===== src/design/spm_ram.sv =====
`default_nettype none

module spm_ram #(
   parameter int Width = 8,
   parameter int Depth = 8
) (
   input  wire logic                                         clock,
   input  wire logic                                         wr_en,
   input  wire logic [((Depth > 1) ? $clog2(Depth) : 1)-1:0] wr_addr,
   input  wire logic [Width-1:0]                             wr_data,
   input  wire logic                                         rd_en,
   input  wire logic [((Depth > 1) ? $clog2(Depth) : 1)-1:0] rd_addr,
   output logic      [Width-1:0]                             rd_data
);

   logic [Width-1:0] mem [Depth];

   // Write port and registered read port; read during write returns old data
   always_ff @(posedge clock) begin
      if (wr_en) begin
         mem[wr_addr] <= wr_data;
      end
      if (rd_en) begin
         rd_data <= mem[rd_addr];
      end
   end

endmodule

`default_nettype wire


===== config.mk =====
export PLATFORM = sky130hd
export DESIGN_NAME = spm_ram
export DESIGN_NICKNAME = d
export VERILOG_FILES = /design/src/design/spm_ram.sv
export SDC_FILE = /design/constraint.sdc
export NUM_CORES = 1
export LEC_CHECK = 0
export ABC_AREA = 1
export BUFFER_PORTS_ARGS = -buffer_cell sky130_fd_sc_hd__buf_2
export CAP_MARGIN = 30
export CORE_MARGIN = 8
export CORE_UTILIZATION = 40
export DETAILED_ROUTE_END_ITERATION = 7
export PLACE_DENSITY_LB_ADDON = 0.1
export SLEW_MARGIN = 40
export SYNTH_ARGS = -nofsm -noshare
export SYNTH_HDL_FRONTEND = slang
export SYNTH_SLANG_ARGS = --single-unit

===== constraint.sdc =====
create_clock -name clock -period 1.5 [get_ports clock]
set_clock_uncertainty 0.05 [all_clocks]
set_input_delay 0.225 -clock clock [delete_from_list [all_inputs] [get_ports clock]]
set_output_delay 0.225 -clock clock [all_outputs]
set_load 0.005 [all_outputs]

==> results.cfg <==
[status]
status = finished, final reports clean

[worst_setup_path]
r2r_start = mem[3][7]$_DFFE_PP_
cp_cell_sequence = buf_2
cp-end-kind = primary output
rr_endpoint = rd_data[7]$_DFFE_PP_
critPathTopFamily = flip-flops
crit_type = register to primary output
rrSetupSlack_ps = 480
cp.arrival_ps = 870
critPathRequiredTime_ps = 1220
cpPeakStageDelay_ps = 390
worst_setup_path_start_kind = register
cp_max_fo = 1
slowest_stage = edfxtp_1
worst-path-buf-inv = 1
rr_worst_depth = 6

[global_routing]
grt_pass1_vias = 1907
grt_overflow = 0
grt_pass1_wl_um = 9760
grt_usage_pct = 11.8
antenna_found_initial = 0
grt_max_degree = 33

[drt]
ant_nets = 0
drc = 0
dr_total_vias = 1944
wirelength_um = 6130
vias_per_cell = 4.36
drtIter0Drc = 40
dr.pass1.iters = 4
wl_per_cell_um = 13.7

[hold_path]
hold_end = mem[2][6]$_DFFE_PP_
min_path_cells = 1
hold_class = primary input to register
hold_start = wr_data[6]

[clock_network]
postCtsSetupBuffers = 0
clockRootBuffer = clkbuf_8
ctsHoldBuffers = 0
clk_latency_ps = 340
clockBufferDepth = 2
numCtsBuffers = 9
clkTransAtPathRegs_ps = 70
postCtsResizedCells = 0
clock-sinks = 72
cts_tree = done
ctsHtreeMaxLevel = 3

[placed_design]
place_congestion = 0.718
place_hpwl_um = 4080
post-place-ws_ps = 95.7
port_buffers = 24

[timing]
maxSlewViolCount = 0
max-slew-margin-rel_pct = 74.6
setup_viol = 0
fin_crit_sh_pct = 76.5
max_freq_mhz = 872
fin_ws_ps = 353
period_needed_ps = 1150
timing.setup.tns_ps = 0
tightestPinTransition_ps = 381
hold_violations = 0
rsz0062_at_grt = false

[job]
max_cap_violations = 0

[pwr]
ir_drop_mv = 0.549
p_leak_nw = 1.65
p_per_area_mw_per_mm2 = 1130

[finish]
synthToLayoutAreaGrowth_pct = 13.5
antenna_cells = 0
drive_gt1_share_pct = 14.8
fin_util_pct = 46.5
final_nets = 357

[floorplan]
die_w_um = 104
die_area_mm2 = 0.0109
initial_utilization_pct = 40.9
coreArea_mm2 = 0.00765
rows = 32
die-height_um = 104
pin_count = 25

[synthesis]
ys_top_cells_by_count = nand2_1 (110), edfxtp_1 (72), inv_1 (68), nand3_1 (32), nor2_1 (8)
yosys_most_used_dff = edfxtp_1
synth.avg_cell_area_um2 = 10.3
synthCells = 303
ys_ff_latch = 72
yosys.area.top_type = edfxtp_1
syn-num-nets = 320
synth_edf_count = 72
yosys.cell_count.top_type = nand2_1
synth.distinct_cells = 10
yosysWarnings = 0
synth-seq-area-share_pct = 69.1
synth_area_leaders = edfxtp_1 (69%), nand2_1 (13%), inv_1 (8.2%)
synth_area_mm2 = 0.00313
synth_top_cell_area_share_pct = 69.1
synthArstFlopShare_pct = 0
## worst max-delay path by stage
stage                         startpoint              endpoint  slack [ps]  cells past startpoint
detailed placement            rd_addr[1]  rd_data[1]$_DFFE_PP_         100                      6
CTS                 rd_data[5]$_DFFE_PP_            rd_data[5]         330                      1
global route        rd_data[5]$_DFFE_PP_            rd_data[5]         290                      1
finish              rd_data[5]$_DFFE_PP_            rd_data[5]         350                      1
floorplan                     wr_addr[0]   mem[0][0]$_DFFE_PP_         350                      3
global placement              rd_addr[1]  rd_data[1]$_DFFE_PP_         110                      6
## layout by cell type, fill, tap and decap left out
| master | n |
|---|---|
| clkinv_2 | 1 |
| clkbuf_8 | 9 |
| buf_4 | 13 |
| nor2_1 | 8 |
| inv_4 | 1 |
| buf_2 | 24 |
| clkbuf_1 | 2 |
| clkinvlp_4 | 1 |
| edfxtp_1 | 72 |
| inv_1 | 68 |
| bufinv_16 | 1 |
| inv_2 | 1 |
| nand2_1 | 110 |
| nand3_1 | 32 |
| clkinv_1 | 1 |
## power breakdown
| group | leakage, nW | internal, mW | switching [mW] |
|---|---|---|---|
| combinational | 0.902 | 0.0965 | 0.185 |
| clock | 0.0868 | 0.752 | 0.662 |
| sequential | 0.661 | 2.30 | 0.0178 |
## area by class of cell
class	instances	area, um^2
Fill cell	742	4090
Sequential cell	72	2160
Multi-Input combinational cell	150	603
Inverter	70	265
Timing Repair Buffer	37	218
Clock buffer	11	131
Tap cell	102	128
Clock inverter	4	46.3
## per-stage QoR
| stage | hold slack [ps] | cells | total power, mW | instance area, um^2 |
|---|---|---|---|---|
| 3_3_place_gp | 453 | 431 | 2.65 | 3380 |
| 6_report | 110 | 446 | 4.01 | 3550 |
| 4_1_cts | 92.5 | 446 | 4.05 | 3550 |
| 5_1_grt | 106 | 446 | 4.16 | 3550 |
| 2_1_floorplan | 274 | 303 | 2.54 | 3130 |
| 3_5_place_dp | 453 | 431 | 2.65 | 3380 |
## state kept, by name (all words and copies together) (netlist names)
signal / flops
mem: 64
rd_data: 8
## cells by family (layout without fill, tap and decap cells)
kind of cell / after synthesis / after routing / share of synthesized area, %
flip-flops: 72 / 72 / 69.1
buffers and inverters: 81 / 122 / 11.7
AND/OR/NAND/NOR: 150 / 150 / 19.3
## routing by layer
layer	GRT usage [%]	wire length, um	vias to the layer above	share of wire (%)
li1	-	-	1011	-
met1	14.5	3060	891	50
met2	18.4	2740	30	45
met3	2.97	182	12	3.0
met4	6.72	145	0	2.4
met5	0	0	-	0
Note: power is estimated with default switching activity, not from simulation.
