--- config.mk ---
export PLATFORM = sky130hd
export DESIGN_NAME = spm_mac
export DESIGN_NICKNAME = d
export VERILOG_FILES = /design/src/design/spm_pkg.sv /design/src/design/spm_mac.sv
export SDC_FILE = /design/constraint.sdc
export NUM_CORES = 1
export LEC_CHECK = 0
export BUFFER_PORTS_ARGS = -buffer_cell sky130_fd_sc_hd__buf_4
export CORE_MARGIN = 2
export CORE_UTILIZATION = 58
export DETAILED_ROUTE_END_ITERATION = 10
export MAX_ROUTING_LAYER = met4
export PLACE_DENSITY = 0.82
export SYNTH_ARGS = -nofsm -noshare
export SYNTH_HDL_FRONTEND = slang
export SYNTH_SLANG_ARGS = --single-unit
--- constraint.sdc ---
create_clock -name clock -period 5.8 [get_ports clock]
set_clock_uncertainty 0.05 [all_clocks]
set_input_delay 0.87 -clock clock [delete_from_list [all_inputs] [get_ports clock]]
set_output_delay 0.87 -clock clock [all_outputs]
set_load 0.02 [all_outputs]
--- src/design/spm_pkg.sv ---
`default_nettype none

package spm_pkg;

   // Operand storage
   localparam int MaxTerms = 8;
   localparam int CoefW    = 8;
   localparam int ExpoW    = 7;
   localparam int TermW    = CoefW + ExpoW;

   // Product and accumulation
   localparam int ProdW    = 2 * CoefW;
   localparam int AccW     = 22;
   localparam int OutCoefW = 21;
   localparam int OutExpoW = 8;

   // Exponent bins: exponent sums -128..126, biased by 128
   localparam int BinCount = 255;
   localparam int BinIdxW  = 8;

   typedef enum logic [1:0] {
      MODE_LOAD_A = 2'd0,
      MODE_LOAD_B = 2'd1,
      MODE_MULT   = 2'd2,
      MODE_NONE   = 2'd3
   } mode_type;

   typedef struct packed {
      logic signed [CoefW-1:0] coef;
      logic signed [ExpoW-1:0] expo;
   } term_type;

   // Accumulator access from the multiply-accumulate pipeline
   typedef struct packed {
      logic                   rd_en;
      logic [BinIdxW-1:0]     rd_idx;
      logic                   wr_en;
      logic [BinIdxW-1:0]     wr_idx;
      logic signed [AccW-1:0] wr_data;
      logic [BinIdxW-1:0]     look_idx;
      logic                   busy;
   } mac_port_type;

   // Clamp an accumulated sum to the result coefficient range
   function automatic logic signed [OutCoefW-1:0] sat_coef(input logic signed [AccW-1:0] v);
      logic signed [OutCoefW-1:0] r;
      if (v[AccW-1] != v[OutCoefW-1]) begin
         r = v[AccW-1] ? {1'b1, {(OutCoefW-1){1'b0}}} : {1'b0, {(OutCoefW-1){1'b1}}};
      end else begin
         r = v[OutCoefW-1:0];
      end
      return r;
   endfunction

endpackage

`default_nettype wire

--- src/design/spm_mac.sv ---
`default_nettype none

module spm_mac (
   input  wire logic                          clock,
   input  wire logic                          reset,
   input  wire logic                          pair_valid,
   input  wire spm_pkg::term_type             a_term,
   input  wire spm_pkg::term_type             b_term,
   input  wire logic signed [spm_pkg::AccW-1:0] acc_rd_data,
   input  wire logic                          look_present,
   input  wire logic                          clear,
   output spm_pkg::mac_port_type              port
);

   import spm_pkg::*;

   logic                      s2_valid_ff, s2_valid_in;
   logic [BinIdxW-1:0]        s2_idx_ff, s2_idx_in;
   logic signed [ProdW-1:0]   s2_prod_ff, s2_prod_in;
   logic                      s3_valid_ff;
   logic [BinIdxW-1:0]        s3_idx_ff;
   logic signed [ProdW-1:0]   s3_prod_ff;
   logic                      wr_valid_ff, wr_valid_in;
   logic [BinIdxW-1:0]        wr_idx_ff;
   logic signed [AccW-1:0]    wr_val_ff;
   logic signed [OutExpoW-1:0] expo_sum;
   logic signed [AccW-1:0]    base;
   logic signed [AccW-1:0]    sum;

   // Multiply coefficients, add exponents and bias into a bin index
   always_comb begin
      expo_sum    = {a_term.expo[ExpoW-1], a_term.expo} + {b_term.expo[ExpoW-1], b_term.expo};
      s2_prod_in  = a_term.coef * b_term.coef;
      s2_idx_in   = {~expo_sum[OutExpoW-1], expo_sum[OutExpoW-2:0]};
      s2_valid_in = pair_valid;
   end

   // Merge: forward the last write, else memory if the bin is live, else zero
   always_comb begin
      if (wr_valid_ff && (wr_idx_ff == s3_idx_ff)) begin
         base = wr_val_ff;
      end else if (look_present) begin
         base = acc_rd_data;
      end else begin
         base = '0;
      end
      sum         = base + {{(AccW-ProdW){s3_prod_ff[ProdW-1]}}, s3_prod_ff};
      wr_valid_in = clear ? 1'b0 : (wr_valid_ff | s3_valid_ff);
   end

   always_comb begin
      port.rd_en    = s2_valid_ff;
      port.rd_idx   = s2_idx_ff;
      port.wr_en    = s3_valid_ff;
      port.wr_idx   = s3_idx_ff;
      port.wr_data  = sum;
      port.look_idx = s3_idx_ff;
      port.busy     = s2_valid_ff | s3_valid_ff;
   end

   // Advance the pipeline and hold the most recent write for forwarding
   always_ff @(posedge clock) begin
      if (reset) begin
         s2_valid_ff <= 1'b0;
         s3_valid_ff <= 1'b0;
         wr_valid_ff <= 1'b0;
      end else begin
         s2_valid_ff <= s2_valid_in;
         s3_valid_ff <= s2_valid_ff;
         wr_valid_ff <= wr_valid_in;
      end
      s2_idx_ff  <= s2_idx_in;
      s2_prod_ff <= s2_prod_in;
      s3_idx_ff  <= s2_idx_ff;
      s3_prod_ff <= s2_prod_ff;
      if (s3_valid_ff) begin
         wr_idx_ff <= s3_idx_ff;
         wr_val_ff <= sum;
      end
   end

endmodule

`default_nettype wire
==> results.toml <==
[yosys]
synthMostInstantiatedCell = "inv_1"
yosysWarnings = 0
ys_types = 51
ys_ff_latch = 81
syn_avg_cell_area_um2 = 9.82
yosysTopAreaCell = "fa_1"
synth_area_leaders = "fa_1 18%, dfxtp_1 16%, edfxtp_1 14%, ha_1 11%, inv_1 5.7%"
ys_seq_area_share_pct = 30.8
synth_edf_count = 30
async_flop_share_pct = 0
synthTopCellsByCount = "95 x inv_1, 65 x nand2_1, 57 x fa_1, 57 x ha_1, 51 x dfxtp_1"
yosysTopAreaCellShare_pct = 18.3
syn_nets = 806
syn-cell-area_mm2 = 0.00624
synthCells = 635
synth_flop_cell = "dfxtp_1"

[global_routing]
gr-usage-all-layers_pct = 24.0
grt_max_degree = 23
grt_pass1_vias = 4905
grt.overflow.total = 0
grt_pass1_wl_um = 21600
antenna_found_initial = 0

[detailed_routing]
drcViolationCount = 0
postRouteAntennaNets = 0
drt_wl_total_um = 12800
wire_per_inst_um = 14.6
first_pass_iters = 5
drtIter0Drc = 247
vias_per_cell = 5.32
dr_total_vias = 4667

[floorplan]
core-area_mm2 = 0.0104
die_area_mm2 = 0.0116
rows = 37
start_util_pct = 60.1
die-height_um = 108
die_x_um = 108
io_pins = 106

[clocking]
numClockSinks = 81
h-tree-depth = 3
cts_buffer_depth = 2
cts_hold_buf = 0
post_cts_resized = 0
cts_buffers = 9
cts_tree = "built"
insertion_delay_ns = 0.36
post_cts_buffers = 0
root_buffer = "clkbuf_8"
clk_pin_slew_ns = 0.09

[critical_path]
cp_cell_sequence = "xnor2_1 -> nand3_1 -> nor3_4 -> buf_4 -> o21ai_0 -> ha_1 -> a211oi_1 -> o21ai_1 -> nor3_1 -> o21ai_0 -> a31oi_1 -> xnor2_1 -> buf_4"
cpMaxStageDelayCell = "dfxtp_1"
arrival_ns = 3.98
endpoint_kind = "output pin"
required_ns = 4.88
r2r_slack_ns = 2.12
cp_max_fo = 21
slowest_delay_ns = 0.42
path_class = "flop to output pin"
cp-start-kind = "flop"

[cells_and_area]
layout-drive-gt1-share_pct = 18.1
synthToLayoutAreaGrowth_pct = 18.1
nFillCells = 820
nets = 908
n_antenna_cell = 0
regArea_mm2 = 0.00192
final_util_pct = 71.0
multi_input_area_mm2 = 0.00386

[place]
numPortBuffers = 105
place_congestion = 0.902
hpwl_um = 10500
post-place-ws_ns = 0.667

[sta]
fmax_mhz = 204
hold_viol = 0
slew_headroom_pct = 56.8
fin_ws_ns = 0.898
final-setup-viol-count = 0
finalMaxSlewViolations = 0
tns_ns = 0
finalCritPeriodShare_pct = 84.5
tightest_slew_ns = 0.647
rsz0062_at_grt = "false"
layout_min_cycle_time_ns = 4.90

[power]
leakagePower_nw = 3.46
vdd_ir_drop_max_mv = 0.261
p_per_area_mw_per_mm2 = 458

[job]
maxCapViolations = 0

[hold_path]
hold_path.class = "flop to flop"

[run_status]
status = "finished clean"
[cells by family after synthesis]
family / count (synthesis) / synth area share (%)
AO/OA/AOI/OAI: 108 / 10.9
XOR/XNOR: 48 / 6.74
adder cells (fa/ha/maj): 114 / 29.7
buffers and inverters: 112 / 7.46
flip-flops: 81 / 30.8
multiplexers: 2 / 0.341
AND/OR/NAND/NOR: 170 / 14.0
[stage by stage]
step	total power, mW	std cells	hold WS (ns)	instance area [um2]
floorplan	2.32	635	0.260	6240
global placement	2.82	862	0.262	7120
detailed placement	2.88	862	0.262	7120
CTS	3.40	878	0.278	7360
global route	3.66	878	0.275	7360
finish	3.37	878	0.274	7360
[layout make-up]
type | count | area share [%]
clock buffer | 10 | 2.02
clock inverter | 6 | 1.36
inverter | 95 | 4.84
multi-input combinational | 442 | 52.4
sequential | 81 | 26.1
tap | 136 | 2.31
timing repair buffer | 108 | 11.0
[cells in the final DEF (no fill, tap or decap), drive strengths merged, types with 3 or more instances in the layout]
master and instances:
o211ai 4, fa 57, a211oi 4, o21a 5, ha 57, a21o 10
nor3 5, and2 50, o21ai 41, nand2 66, nor2 12, nand3 5
xnor2 39, or3 3, xor2 9, dfxtp 51, a311oi 4, nand2b 5
inv 99, and3 5, a31oi 6, edfxtp 30, a21oi 24, clkbuf 10
buf 108, nor2b 12
[report_power, final]
part	internal [mW]	total, mW	leakage, nW	switching, mW
sequential	0.786	0.852	0.705	0.0666
combinational	0.875	2.02	2.62	1.15
clock	0.278	0.499	0.126	0.221
total	1.94	3.37	3.46	1.44
[critical path, delay by kind of cell (launching register included)]
kind	cells	cell delay, ns
AO/OA/AOI/OAI	5	1.18
AND/OR/NAND/NOR	3	0.84
buffers and inverters	2	0.48
flip-flops	1	0.42
adder cells (fa/ha/maj)	1	0.36
XOR/XNOR	2	0.33
[metal layers]
layer  track usage [%]  part of all wire [%]  routed length [um]
met5                 -                     0                   0
met4              6.78                   1.5                 195
met3              2.78                   4.6                 592
met2              43.4                    53                6790
met1              28.3                    41                5200
[path summary, 6_finish.rpt]
check	start	end	depth (start not counted)
min reg2reg	s2_prod_ff[9]$_DFF_P_	s3_prod_ff[9]$_DFF_P_	0
max	s3_idx_ff[0]$_DFF_P_	port[21]	13
max reg2reg	s3_idx_ff[0]$_DFF_P_	wr_val_ff[12]$_DFFE_PP_	12
min	s2_prod_ff[9]$_DFF_P_	s3_prod_ff[9]$_DFF_P_	0
[flip-flops by register name (all words and copies together), names as in the netlist, 8 cells and up]
signal / cells
wr_idx_ff: 8
wr_val_ff: 22
s3_prod_ff: 16
s3_idx_ff: 8
s2_prod_ff: 16
s2_idx_ff: 8
Power figures use the tool's default switching activity.
